<file path="src/hdl/acr_pkg.sv">
// acr_pkg: shared widths, register indexes, bus types and the square root step
// for the antialiased circle overlay pipeline
// no dependencies

package acr_pkg;

    localparam int FracBits      = 4;
    localparam int WBits         = 8;
    localparam int FixW          = 16;
    localparam int CoordW        = FixW - FracBits;
    localparam int ChanW         = 8;
    localparam int FracMask      = (1 << FracBits) - 1;

    localparam int CfgIdxW       = 3;
    localparam int CfgDataW      = 16;

    localparam logic [CfgIdxW-1:0] CfgCenterX    = 3'd0;
    localparam logic [CfgIdxW-1:0] CfgCenterY    = 3'd1;
    localparam logic [CfgIdxW-1:0] CfgRadius     = 3'd2;
    localparam logic [CfgIdxW-1:0] CfgColorBlue  = 3'd3;
    localparam logic [CfgIdxW-1:0] CfgColorGreen = 3'd4;
    localparam logic [CfgIdxW-1:0] CfgColorRed   = 3'd5;
    localparam logic [CfgIdxW-1:0] CfgFillMode   = 3'd6;

    localparam int SqW           = 2 * FixW;
    localparam int SumW          = SqW + 1;
    localparam int ShiftW        = 2 * (WBits - FracBits);
    localparam int RawRadW       = SumW + ShiftW;
    localparam int RadW          = RawRadW + (RawRadW % 2);
    localparam int RootW         = RadW / 2;
    localparam int RemW          = RootW + 3;
    localparam int StepsPerStage = 3;
    localparam int SqrtStages    = (RootW + StepsPerStage - 1) / StepsPerStage;

    localparam int RrW           = FixW + WBits - FracBits;
    localparam int OneW          = 1 << WBits;
    localparam int VW            = WBits + 1;
    localparam int AccW          = VW + ChanW + 1;

    localparam int FrontStages   = 4;
    localparam int BlendStages   = 3;
    localparam int Latency       = FrontStages + SqrtStages + BlendStages;

    typedef struct packed {
        logic [FixW-1:0]  center_x;
        logic [FixW-1:0]  center_y;
        logic [FixW-1:0]  radius;
        logic [ChanW-1:0] color_blue;
        logic [ChanW-1:0] color_green;
        logic [ChanW-1:0] color_red;
        logic             fill_mode;
    } t_cfg;

    typedef struct packed {
        logic             in_box;
        logic [ChanW-1:0] blue;
        logic [ChanW-1:0] green;
        logic [ChanW-1:0] red;
    } t_side;

    typedef struct packed {
        logic            vld;
        t_side           side;
        logic [RadW-1:0] rad;
    } t_rad_bus;

    typedef struct packed {
        logic             vld;
        t_side            side;
        logic [RootW-1:0] root;
    } t_root_bus;

    typedef struct packed {
        logic [RemW-1:0]  rem;
        logic [RootW-1:0] root;
    } t_sq_state;

    // one restoring square root digit
    function automatic t_sq_state sqrt_step(t_sq_state s, logic [1:0] pair);
        t_sq_state       o;
        logic [RemW-1:0] acc;
        logic [RemW-1:0] trial;
        acc   = {s.rem[RemW-3:0], pair};
        trial = {{(RemW-RootW-2){1'b0}}, s.root, 2'b01};
        if (acc >= trial) begin
            o.rem  = acc - trial;
            o.root = {s.root[RootW-2:0], 1'b1};
        end else begin
            o.rem  = acc;
            o.root = {s.root[RootW-2:0], 1'b0};
        end
        return o;
    endfunction

endpackage

</file>
<file path="src/hdl/acr_front.sv">
// acr_front: bounding box test, axis distances, squares and radicand
// depends on acr_pkg

module acr_front (
    input  logic                        i_clk,
    input  logic                        i_rst_n,
    input  logic                        i_accept,
    input  logic [acr_pkg::CoordW-1:0]  i_pixel_x,
    input  logic [acr_pkg::CoordW-1:0]  i_pixel_y,
    input  logic [acr_pkg::ChanW-1:0]   i_in_blue,
    input  logic [acr_pkg::ChanW-1:0]   i_in_green,
    input  logic [acr_pkg::ChanW-1:0]   i_in_red,
    input  acr_pkg::t_cfg               i_cfg,
    output acr_pkg::t_rad_bus           o_bus
);

    localparam int HiW = acr_pkg::FixW + 2 - acr_pkg::FracBits;

    function automatic logic in_span(logic [acr_pkg::CoordW-1:0] p,
                                     logic [acr_pkg::FixW-1:0] c,
                                     logic [acr_pkg::FixW-1:0] r);
        logic [acr_pkg::FixW:0]     lo_fx;
        logic [acr_pkg::FixW:0]     hi_fx;
        logic [acr_pkg::FixW+1:0]   hi_rnd;
        logic [acr_pkg::CoordW-1:0] lo;
        logic [HiW-1:0]             hi;
        lo_fx  = {1'b0, c} - {1'b0, r};
        lo     = lo_fx[acr_pkg::FixW] ? '0 : lo_fx[acr_pkg::FixW-1:acr_pkg::FracBits];
        hi_fx  = {1'b0, c} + {1'b0, r};
        hi_rnd = {1'b0, hi_fx} + (acr_pkg::FixW+2)'(acr_pkg::FracMask);
        hi     = hi_rnd[acr_pkg::FixW+1:acr_pkg::FracBits];
        return (p >= lo) && (HiW'(p) <= hi);
    endfunction

    function automatic logic [acr_pkg::FixW-1:0] abs_diff(logic [acr_pkg::CoordW-1:0] p,
                                                          logic [acr_pkg::FixW-1:0] c);
        logic [acr_pkg::FixW-1:0] a;
        a = {p, {acr_pkg::FracBits{1'b0}}};
        return (a >= c) ? a - c : c - a;
    endfunction

    logic                       r_s1_vld;
    logic [acr_pkg::CoordW-1:0] r_s1_x;
    logic [acr_pkg::CoordW-1:0] r_s1_y;
    acr_pkg::t_side             r_s1_side;

    logic                       r_s2_vld;
    acr_pkg::t_side             r_s2_side;
    logic [acr_pkg::FixW-1:0]   r_s2_dx;
    logic [acr_pkg::FixW-1:0]   r_s2_dy;

    logic                       r_s3_vld;
    acr_pkg::t_side             r_s3_side;
    logic [acr_pkg::SqW-1:0]    r_s3_sqx;
    logic [acr_pkg::SqW-1:0]    r_s3_sqy;

    logic                       r_s4_vld;
    acr_pkg::t_side             r_s4_side;
    logic [acr_pkg::RadW-1:0]   r_s4_rad;

    acr_pkg::t_side             n_s2_side;
    logic [acr_pkg::SumW-1:0]   n_sum;

    always_comb begin
        n_s2_side        = r_s1_side;
        n_s2_side.in_box = in_span(r_s1_x, i_cfg.center_x, i_cfg.radius)
                        && in_span(r_s1_y, i_cfg.center_y, i_cfg.radius);
        n_sum            = acr_pkg::SumW'(r_s3_sqx) + acr_pkg::SumW'(r_s3_sqy);
    end

    always_ff @(posedge i_clk) begin
        if (!i_rst_n) begin
            r_s1_vld <= 1'b0;
            r_s2_vld <= 1'b0;
            r_s3_vld <= 1'b0;
            r_s4_vld <= 1'b0;
        end else begin
            r_s1_vld <= i_accept;
            r_s2_vld <= r_s1_vld;
            r_s3_vld <= r_s2_vld;
            r_s4_vld <= r_s3_vld;
        end
    end

    always_ff @(posedge i_clk) begin
        r_s1_x           <= i_pixel_x;
        r_s1_y           <= i_pixel_y;
        r_s1_side.in_box <= 1'b0;
        r_s1_side.blue   <= i_in_blue;
        r_s1_side.green  <= i_in_green;
        r_s1_side.red    <= i_in_red;

        r_s2_side <= n_s2_side;
        r_s2_dx   <= abs_diff(r_s1_x, i_cfg.center_x);
        r_s2_dy   <= abs_diff(r_s1_y, i_cfg.center_y);

        r_s3_side <= r_s2_side;
        r_s3_sqx  <= acr_pkg::SqW'(r_s2_dx) * acr_pkg::SqW'(r_s2_dx);
        r_s3_sqy  <= acr_pkg::SqW'(r_s2_dy) * acr_pkg::SqW'(r_s2_dy);

        r_s4_side <= r_s3_side;
        r_s4_rad  <= acr_pkg::RadW'({n_sum, {acr_pkg::ShiftW{1'b0}}});
    end

    assign o_bus.vld  = r_s4_vld;
    assign o_bus.side = r_s4_side;
    assign o_bus.rad  = r_s4_rad;

endmodule

</file>
<file path="src/hdl/acr_sqrt.sv">
// acr_sqrt: pipelined integer square root, a few digits per stage
// depends on acr_pkg

module acr_sqrt (
    input  logic               i_clk,
    input  logic               i_rst_n,
    input  acr_pkg::t_rad_bus  i_bus,
    output acr_pkg::t_root_bus o_bus
);

    localparam int Last = acr_pkg::SqrtStages - 1;

    logic                     r_vld  [acr_pkg::SqrtStages];
    acr_pkg::t_side           r_side [acr_pkg::SqrtStages];
    acr_pkg::t_sq_state       r_st   [acr_pkg::SqrtStages];
    logic [acr_pkg::RadW-1:0] r_rad  [acr_pkg::SqrtStages];

    for (genvar s = 0; s < acr_pkg::SqrtStages; s++) begin : g_stage
        logic                     stage_vld;
        acr_pkg::t_side           stage_side;
        acr_pkg::t_sq_state       stage_st;
        logic [acr_pkg::RadW-1:0] stage_rad;
        acr_pkg::t_sq_state       n_st;
        logic [acr_pkg::RadW-1:0] n_rad;

        if (s == 0) begin : g_first
            assign stage_vld  = i_bus.vld;
            assign stage_side = i_bus.side;
            assign stage_st   = '0;
            assign stage_rad  = i_bus.rad;
        end else begin : g_next
            assign stage_vld  = r_vld[s-1];
            assign stage_side = r_side[s-1];
            assign stage_st   = r_st[s-1];
            assign stage_rad  = r_rad[s-1];
        end

        always_comb begin
            n_st  = stage_st;
            n_rad = stage_rad;
            for (int k = 0; k < acr_pkg::StepsPerStage; k++) begin
                if (s * acr_pkg::StepsPerStage + k < acr_pkg::RootW) begin
                    n_st  = acr_pkg::sqrt_step(n_st, n_rad[acr_pkg::RadW-1 -: 2]);
                    n_rad = {n_rad[acr_pkg::RadW-3:0], 2'b00};
                end
            end
        end

        always_ff @(posedge i_clk) begin
            if (!i_rst_n) begin
                r_vld[s] <= 1'b0;
            end else begin
                r_vld[s] <= stage_vld;
            end
        end

        always_ff @(posedge i_clk) begin
            r_side[s] <= stage_side;
            r_st[s]   <= n_st;
            r_rad[s]  <= n_rad;
        end
    end

    assign o_bus.vld  = r_vld[Last];
    assign o_bus.side = r_side[Last];
    assign o_bus.root = r_st[Last].root;

endmodule

</file>
<file path="src/hdl/acr_blend.sv">
// acr_blend: edge weight from distance and radius, colour blend, output register
// depends on acr_pkg

module acr_blend (
    input  logic                      i_clk,
    input  logic                      i_rst_n,
    input  acr_pkg::t_root_bus        i_bus,
    input  acr_pkg::t_cfg             i_cfg,
    output logic                      o_done,
    output logic [acr_pkg::ChanW-1:0] o_out_blue,
    output logic [acr_pkg::ChanW-1:0] o_out_green,
    output logic [acr_pkg::ChanW-1:0] o_out_red
);

    function automatic logic [acr_pkg::AccW-1:0] mix(logic [acr_pkg::VW-1:0] v,
                                                     logic [acr_pkg::ChanW-1:0] pix,
                                                     logic [acr_pkg::ChanW-1:0] col);
        logic [acr_pkg::VW-1:0] w;
        w = acr_pkg::VW'(acr_pkg::OneW) - v;
        return acr_pkg::AccW'(v) * acr_pkg::AccW'(pix)
             + acr_pkg::AccW'(w) * acr_pkg::AccW'(col)
             + acr_pkg::AccW'(acr_pkg::OneW / 2);
    endfunction

    function automatic logic [acr_pkg::ChanW-1:0] round_sat(logic [acr_pkg::AccW-1:0] acc);
        logic [acr_pkg::AccW-acr_pkg::WBits-1:0] s;
        s = acc[acr_pkg::AccW-1:acr_pkg::WBits];
        return (s > (acr_pkg::AccW-acr_pkg::WBits)'(255)) ? 8'hff : s[acr_pkg::ChanW-1:0];
    endfunction

    logic                       r_b1_vld;
    logic                       r_b1_draw;
    logic [acr_pkg::VW-1:0]     r_b1_v;
    acr_pkg::t_side             r_b1_side;

    logic                       r_b2_vld;
    logic                       r_b2_draw;
    acr_pkg::t_side             r_b2_side;
    logic [acr_pkg::AccW-1:0]   r_b2_acc_b;
    logic [acr_pkg::AccW-1:0]   r_b2_acc_g;
    logic [acr_pkg::AccW-1:0]   r_b2_acc_r;

    logic                       r_done;
    logic [acr_pkg::ChanW-1:0]  r_out_b;
    logic [acr_pkg::ChanW-1:0]  r_out_g;
    logic [acr_pkg::ChanW-1:0]  r_out_r;

    logic [acr_pkg::RootW-1:0]  rr;
    logic [acr_pkg::RootW-1:0]  rim_gap;
    logic                       n_b1_draw;
    logic [acr_pkg::VW-1:0]     n_b1_v;

    always_comb begin
        rr      = acr_pkg::RootW'({i_cfg.radius, {(acr_pkg::WBits-acr_pkg::FracBits){1'b0}}});
        rim_gap = (i_bus.root >= rr) ? i_bus.root - rr : rr - i_bus.root;
        if (i_cfg.fill_mode && (i_bus.root <= rr)) begin
            n_b1_draw = i_bus.side.in_box;
            n_b1_v    = '0;
        end else begin
            n_b1_draw = i_bus.side.in_box && (rim_gap <= acr_pkg::RootW'(acr_pkg::OneW));
            n_b1_v    = rim_gap[acr_pkg::VW-1:0];
        end
    end

    always_ff @(posedge i_clk) begin
        if (!i_rst_n) begin
            r_b1_vld <= 1'b0;
            r_b2_vld <= 1'b0;
            r_done   <= 1'b0;
        end else begin
            r_b1_vld <= i_bus.vld;
            r_b2_vld <= r_b1_vld;
            r_done   <= r_b2_vld;
        end
    end

    always_ff @(posedge i_clk) begin
        r_b1_draw  <= n_b1_draw;
        r_b1_v     <= n_b1_v;
        r_b1_side  <= i_bus.side;

        r_b2_draw  <= r_b1_draw;
        r_b2_side  <= r_b1_side;
        r_b2_acc_b <= mix(r_b1_v, r_b1_side.blue, i_cfg.color_blue);
        r_b2_acc_g <= mix(r_b1_v, r_b1_side.green, i_cfg.color_green);
        r_b2_acc_r <= mix(r_b1_v, r_b1_side.red, i_cfg.color_red);

        r_out_b    <= r_b2_draw ? round_sat(r_b2_acc_b) : r_b2_side.blue;
        r_out_g    <= r_b2_draw ? round_sat(r_b2_acc_g) : r_b2_side.green;
        r_out_r    <= r_b2_draw ? round_sat(r_b2_acc_r) : r_b2_side.red;
    end

    assign o_done      = r_done;
    assign o_out_blue  = r_out_b;
    assign o_out_green = r_out_g;
    assign o_out_red   = r_out_r;

endmodule

</file>
<file path="src/hdl/antialiased_circle_raster.sv">
// antialiased_circle_raster: top level, configuration registers and pipeline
// depends on acr_pkg, acr_front, acr_sqrt, acr_blend

// Takes one pixel per clock whenever busy is low (busy is high only in reset
// and the cycle after) and returns its overlaid colour on o_done, in input
// order, once it has passed the front, square root and blend stages. The
// pipeline runs box test, squaring and summing, then the square root at three
// digits per stage, then weight, blend and output register. Results cannot be
// held off; configuration is accepted only while the pipeline is empty and
// start is low.

module antialiased_circle_raster (
    input  logic                          i_clk,
    input  logic                          i_rst_n,
    input  logic                          start,
    output logic                          busy,
    input  logic [acr_pkg::CoordW-1:0]    i_pixel_x,
    input  logic [acr_pkg::CoordW-1:0]    i_pixel_y,
    input  logic [acr_pkg::ChanW-1:0]     i_in_blue,
    input  logic [acr_pkg::ChanW-1:0]     i_in_green,
    input  logic [acr_pkg::ChanW-1:0]     i_in_red,
    output logic                          o_done,
    output logic [acr_pkg::ChanW-1:0]     o_out_blue,
    output logic [acr_pkg::ChanW-1:0]     o_out_green,
    output logic [acr_pkg::ChanW-1:0]     o_out_red,
    input  logic                          i_cfg_valid,
    output logic                          o_cfg_ready,
    input  logic [acr_pkg::CfgIdxW-1:0]   i_cfg_index,
    input  logic [acr_pkg::CfgDataW-1:0]  i_cfg_data
);

    localparam int InFlightW = $clog2(acr_pkg::Latency + 1);

    acr_pkg::t_cfg        r_cfg;
    logic                 r_busy;
    logic [InFlightW-1:0] r_inflight;
    logic                 accept;
    logic                 cfg_write;
    acr_pkg::t_rad_bus    rad_bus;
    acr_pkg::t_root_bus   root_bus;

    assign accept      = start && !r_busy;
    assign busy        = r_busy;
    assign o_cfg_ready = !r_busy && !start && (r_inflight == '0);
    assign cfg_write   = i_cfg_valid && o_cfg_ready;

    always_ff @(posedge i_clk) begin
        if (!i_rst_n) begin
            r_busy     <= 1'b1;
            r_inflight <= '0;
            r_cfg      <= '0;
        end else begin
            r_busy <= 1'b0;
            if (accept && !o_done) begin
                r_inflight <= r_inflight + 1'b1;
            end else if (!accept && o_done) begin
                r_inflight <= r_inflight - 1'b1;
            end
            if (cfg_write) begin
                unique case (i_cfg_index)
                    acr_pkg::CfgCenterX:    r_cfg.center_x    <= i_cfg_data;
                    acr_pkg::CfgCenterY:    r_cfg.center_y    <= i_cfg_data;
                    acr_pkg::CfgRadius:     r_cfg.radius      <= i_cfg_data;
                    acr_pkg::CfgColorBlue:  r_cfg.color_blue  <= i_cfg_data[acr_pkg::ChanW-1:0];
                    acr_pkg::CfgColorGreen: r_cfg.color_green <= i_cfg_data[acr_pkg::ChanW-1:0];
                    acr_pkg::CfgColorRed:   r_cfg.color_red   <= i_cfg_data[acr_pkg::ChanW-1:0];
                    acr_pkg::CfgFillMode:   r_cfg.fill_mode   <= i_cfg_data[0];
                    default: begin
                    end
                endcase
            end
        end
    end

    acr_front u_front (
        .i_clk      (i_clk),
        .i_rst_n    (i_rst_n),
        .i_accept   (accept),
        .i_pixel_x  (i_pixel_x),
        .i_pixel_y  (i_pixel_y),
        .i_in_blue  (i_in_blue),
        .i_in_green (i_in_green),
        .i_in_red   (i_in_red),
        .i_cfg      (r_cfg),
        .o_bus      (rad_bus)
    );

    acr_sqrt u_sqrt (
        .i_clk   (i_clk),
        .i_rst_n (i_rst_n),
        .i_bus   (rad_bus),
        .o_bus   (root_bus)
    );

    acr_blend u_blend (
        .i_clk       (i_clk),
        .i_rst_n     (i_rst_n),
        .i_bus       (root_bus),
        .i_cfg       (r_cfg),
        .o_done      (o_done),
        .o_out_blue  (o_out_blue),
        .o_out_green (o_out_green),
        .o_out_red   (o_out_red)
    );

    a_result_follows: assert property (@(posedge i_clk) disable iff (!i_rst_n)
        accept |-> ##(acr_pkg::Latency) o_done)
        else $error("accepted pixel produced no result");

    a_result_has_source: assert property (@(posedge i_clk) disable iff (!i_rst_n)
        o_done |-> $past(accept, acr_pkg::Latency))
        else $error("result without an accepted pixel");

    a_radius_write: assert property (@(posedge i_clk) disable iff (!i_rst_n)
        (i_cfg_valid && o_cfg_ready && (i_cfg_index == acr_pkg::CfgRadius))
        |=> (r_cfg.radius == $past(i_cfg_data)))
        else $error("radius write lost");

endmodule

</file>
<file path="config.mk">
export PLATFORM = sky130hd
export DESIGN_NAME = antialiased_circle_raster
export DESIGN_NICKNAME = d
export VERILOG_FILES = /design/src/hdl/acr_pkg.sv /design/src/hdl/acr_front.sv /design/src/hdl/acr_sqrt.sv /design/src/hdl/acr_blend.sv /design/src/hdl/antialiased_circle_raster.sv
export SDC_FILE = /design/constraint.sdc
export NUM_CORES = 2
export LEC_CHECK = 0
export CAP_MARGIN = 20
export CORE_AREA = 3 3 464 466
export DETAILED_ROUTE_END_ITERATION = 7
export DIE_AREA = 0 0 467 469
export DONT_BUFFER_PORTS = 1
export GPL_TIMING_DRIVEN = 0
export PLACE_DENSITY = 0.46
export SETUP_SLACK_MARGIN = 0.15
export SLEW_MARGIN = 5
export SYNTH_ARGS = -nofsm -noshare
export SYNTH_HDL_FRONTEND = slang
export SYNTH_SLANG_ARGS = --single-unit
</file>
<file path="constraint.sdc">
create_clock -name i_clk -period 17.35 [get_ports i_clk]
set_clock_uncertainty 0.2 [all_clocks]
set_input_delay 0.8675 -clock i_clk [delete_from_list [all_inputs] [get_ports i_clk]]
set_output_delay 0.8675 -clock i_clk [all_outputs]
set_load 0.01 [all_outputs]
</file>
==> summary.md <==
| Metric | Value |
|---|---|
| Status | `finished clean` |
| Hold bufs inserted after CTS | `66` |
| Sequential cell area fraction in the yosys report | `0.250` |
| Maximum net fanout on the critical path | `12` |
| Top FF cell, synth | `dfxtp_1` |
| Clock slew at the register clock pins of the worst setup and hold paths | `0.06 ns` |
| Count of different cell masters after synthesis | `119` |
| WP data required | `17.74 ns` |
| Largest net degree at the start of global routing | `18` |
| Sum of negative setup slack | `0 ns` |
| Synthesized area | `74000 um^2` |
| Core ar. | `212000 um^2` |
| Drt initial violations | `2779` |
| Post-DRT Antenna Nets | `0` |
| Hold Crit Class | `input pin to register` |
| Commonest cells in the netlist | `1194 x inv_1, 924 x dfxtp_1, 891 x ha_1` |
| Crit path capture type | `register` |
| Resized cells post-CTS | `0` |
| Per-cell via count in the routed design | `about 4.9` |
| Final cell count without fillers | `11219` |
| Syn Area/Cell | `9.11 um^2` |
| Final instance area | `82100 um^2` |
| Origin of the worst min-delay path | `i_cfg_data[4]` |
| Number of antenna violations at the first check in global routing | `37` |
| Dominant combinational cell family by area after synthesis | `adder cells` |
| Data arrival time of the critical path | `11.73 ns` |
| Ratio of cells with drive above 1 in the final layout | `0.0455` |
| Post-synth net total | `9749` |
| Final Setup Violations | `0` |
| Post-synth EDFFs | `0` |
| Syn-to-layout area delta | `10.9%` |
| Total wire length after detailed routing | `roughly 210000 um` |
| Number of buffers inserted to repair setup after CTS | `0` |
| Count of H-tree levels built during CTS | `3` |
| Simple-gate share of the synthesized area | `0.152` |
| Placement-stage cell area | `between 70000 and 80000 um^2` |
| Vert. Die Dim | `469 um` |
| Total of warnings raised by yosys | `0` |
| DR vias | `~55000` |
| Overflow after GRT | `0` |
| DPL Wire Length | `between 150000 and 200000 um` |
| TritonCTS Sinks | `~920` |
| Number of primary I/O pins | `98` |
| Maximum number of buffers from clock root to sink | `3` |
| DRC violation count after routing | `0` |
| Post-synth top area cell | `dfxtp_1` |
| Bufs and invs on worst path | `8` |
| Final count of hold timing violations | `0` |
| Total routing resource utilization after global routing | `0.192` |
| Mux share of post-synthesis cell area | `0.0160` |
| Via count of the first global-routing pass | `roughly 57000` |
| Fin crit share | `0.653` |
| Final weighted congestion in routability-driven placement | `0.871` |
| Fraction of the mapped netlist area in compound gates | `0.122` |
| CTS tree | `built` |
| Filler Cells Inserted | `approximately 21000` |
| Clock period minus final worst setup slack | `about 11 ns` |
| R2r startpoint | `u_sqrt.r_st[4][9]` |
| Fraction of synthesized cell area in xor and xnor cells | `0.0556` |
| PortBufs | `0` |
| Post-Syn Instances | `8122` |
| Nature of the critical path startpoint | `register` |
| # placed instances | `10946` |
| Dominant delay contributor by cell family on the critical path | `compound AO/OA/AOI/OAI gates` |
| First-pass GRT wire length | `between 300000 and 400000 um` |
| Max-cap violation count | `0` |
| Total of flip-flops plus latches after synthesis | `924` |
| Number of pins with negative max-slew slack in the final report | `0` |
| Highest cell delay on the worst timing path | `0.76 ns` |
| Synth area leaders | `dfxtp_1 25%, fa_1 18%, ha_1 15%` |
| Average wire per cell in the routed design | `18.6 um` |
| Final net count | `9924` |
| Utilization after layout | `0.388` |
| Die outline area | `219000 um^2` |
| Adder and majority gate portion of the synthesized area | `0.331` |
| Starting density of the core | `0.350` |
| Pin slew with the least headroom to its limit | `1.10 ns` |
| Worst Path Class, Setup | `register to register` |
| Area share of the largest cell type after synthesis | `0.250` |
| RSZ-0062 raised after global routing | `false` |
| Worst path slowest cell | `a211oi_2` |
| Top-count cell post-synth | `inv_1` |
| Synth async-reset ratio | `0` |
| Number of buffers created by CTS | `103` |
| Clock latency at the later pin of the worst-skew pair | `about 0.76 ns` |
| Max-slew headroom | `0.264` |
| Width of the die | `467 um` |
| Setup crit start | `u_sqrt.r_st[4][9]` |
| Most used cell along the critical path | `a21oi_1` |
| Clock tree root buffer cell | `clkbuf_16` |
| Number of detailed-routing iterations run before antenna repair | `6` |
| Number of placement rows | `169` |
| Peak Freq | `88.2 MHz` |
through the flow:
step           hold slack [ns]  worst slack [ns]
6_report                0.0789              6.01
3_5_place_dp             0.112              6.06
3_3_place_gp             0.110              6.02
5_1_grt                 0.0251              5.11
2_1_floorplan            0.110              8.84
4_1_cts                0.00580              6.00
state kept, by name (all words and copies together) (netlist names), 9 cells and up:
signal	cells
u_blend.r_b1_side	24
r_cfg	73
u_front.n_s2_side	24
u_front.r_s2_dy	16
u_blend.r_b1_v	9
u_front.r_s3_sqy	31
u_front.r_s1_x	12
u_sqrt.r_side	175
u_front.r_s3_sqx	31
u_blend.r_b2_acc_r	10
u_front.r_s2_side	25
u_blend.r_b2_acc_g	10
u_sqrt.r_st	214
u_front.o_bus	25
u_sqrt.r_rad	80
u_blend.r_b2_acc_b	10
u_blend.r_b2_side	24
u_front.r_s4_rad	33
u_front.r_s3_side	25
u_front.r_s2_dx	16
u_front.r_s1_y	12
layout by cell type, fill, tap and decap left out, types with 64 or more instances in the layout:
master,count
a21o_1,179
a21oi_1,477
and2_1,371
clkbuf_1,175
clkbuf_16,103
dfxtp_1,924
dlygate4sd3_1,66
fa_1,665
ha_1,891
inv_1,1194
nand2_1,696
nand3_1,97
nor2_1,498
nor2b_1,64
nor3_1,133
o21a_1,73
o21ai_0,209
o21bai_1,91
xnor2_1,326
xor2_1,142
final timing paths:
check,slack [ns],depth (start not counted),end
worst max-delay path,6.01,42,u_sqrt.r_st[5][32]
worst min-delay path,0.08,2,r_cfg[21]
worst max register to register,6.01,42,u_sqrt.r_st[5][32]
worst min register to register,0.09,0,u_sqrt.r_rad[2][33]
cells by family after synthesis:
kind of cell               count (synthesis)
adders and majority gates               1556
and+or+nand+nor                         2257
xor gates and xnor gates                 469
AOI/OAI and AO/OA                       1383
muxes                                    112
DFF                                      924
buffers and inverters                   1421
layout make-up:
class                   count  area [um^2]  area share
clock buffers             129         2880      0.0350
multi-input cells        5777        50100       0.610
well taps                2821         3530      0.0430
inverters                1205         4530      0.0552
plain buffers             216          920      0.0112
flip-flops and latches    924        18500       0.225
repair buffers             70          689     0.00840
diodes                     19         47.5    0.000579
clock inverters            58          893      0.0109
metal layers:
| layer | track usage | part of all wire | vias to the layer above |
|---|---|---|---|
| met5 | 0 | 0 | - |
| met4 | 0.0637 | 0.036 | 0 |
| met3 | 0.0216 | 0.039 | 331 |
| met2 | 0.332 | 0.48 | 1054 |
| met1 | 0.247 | 0.44 | 26804 |
| li1 | - | - | 27097 |
Power is left out: the tool's default activity adds up to more than one toggle a clock period on the data nets, which glitch-free logic cannot reach.
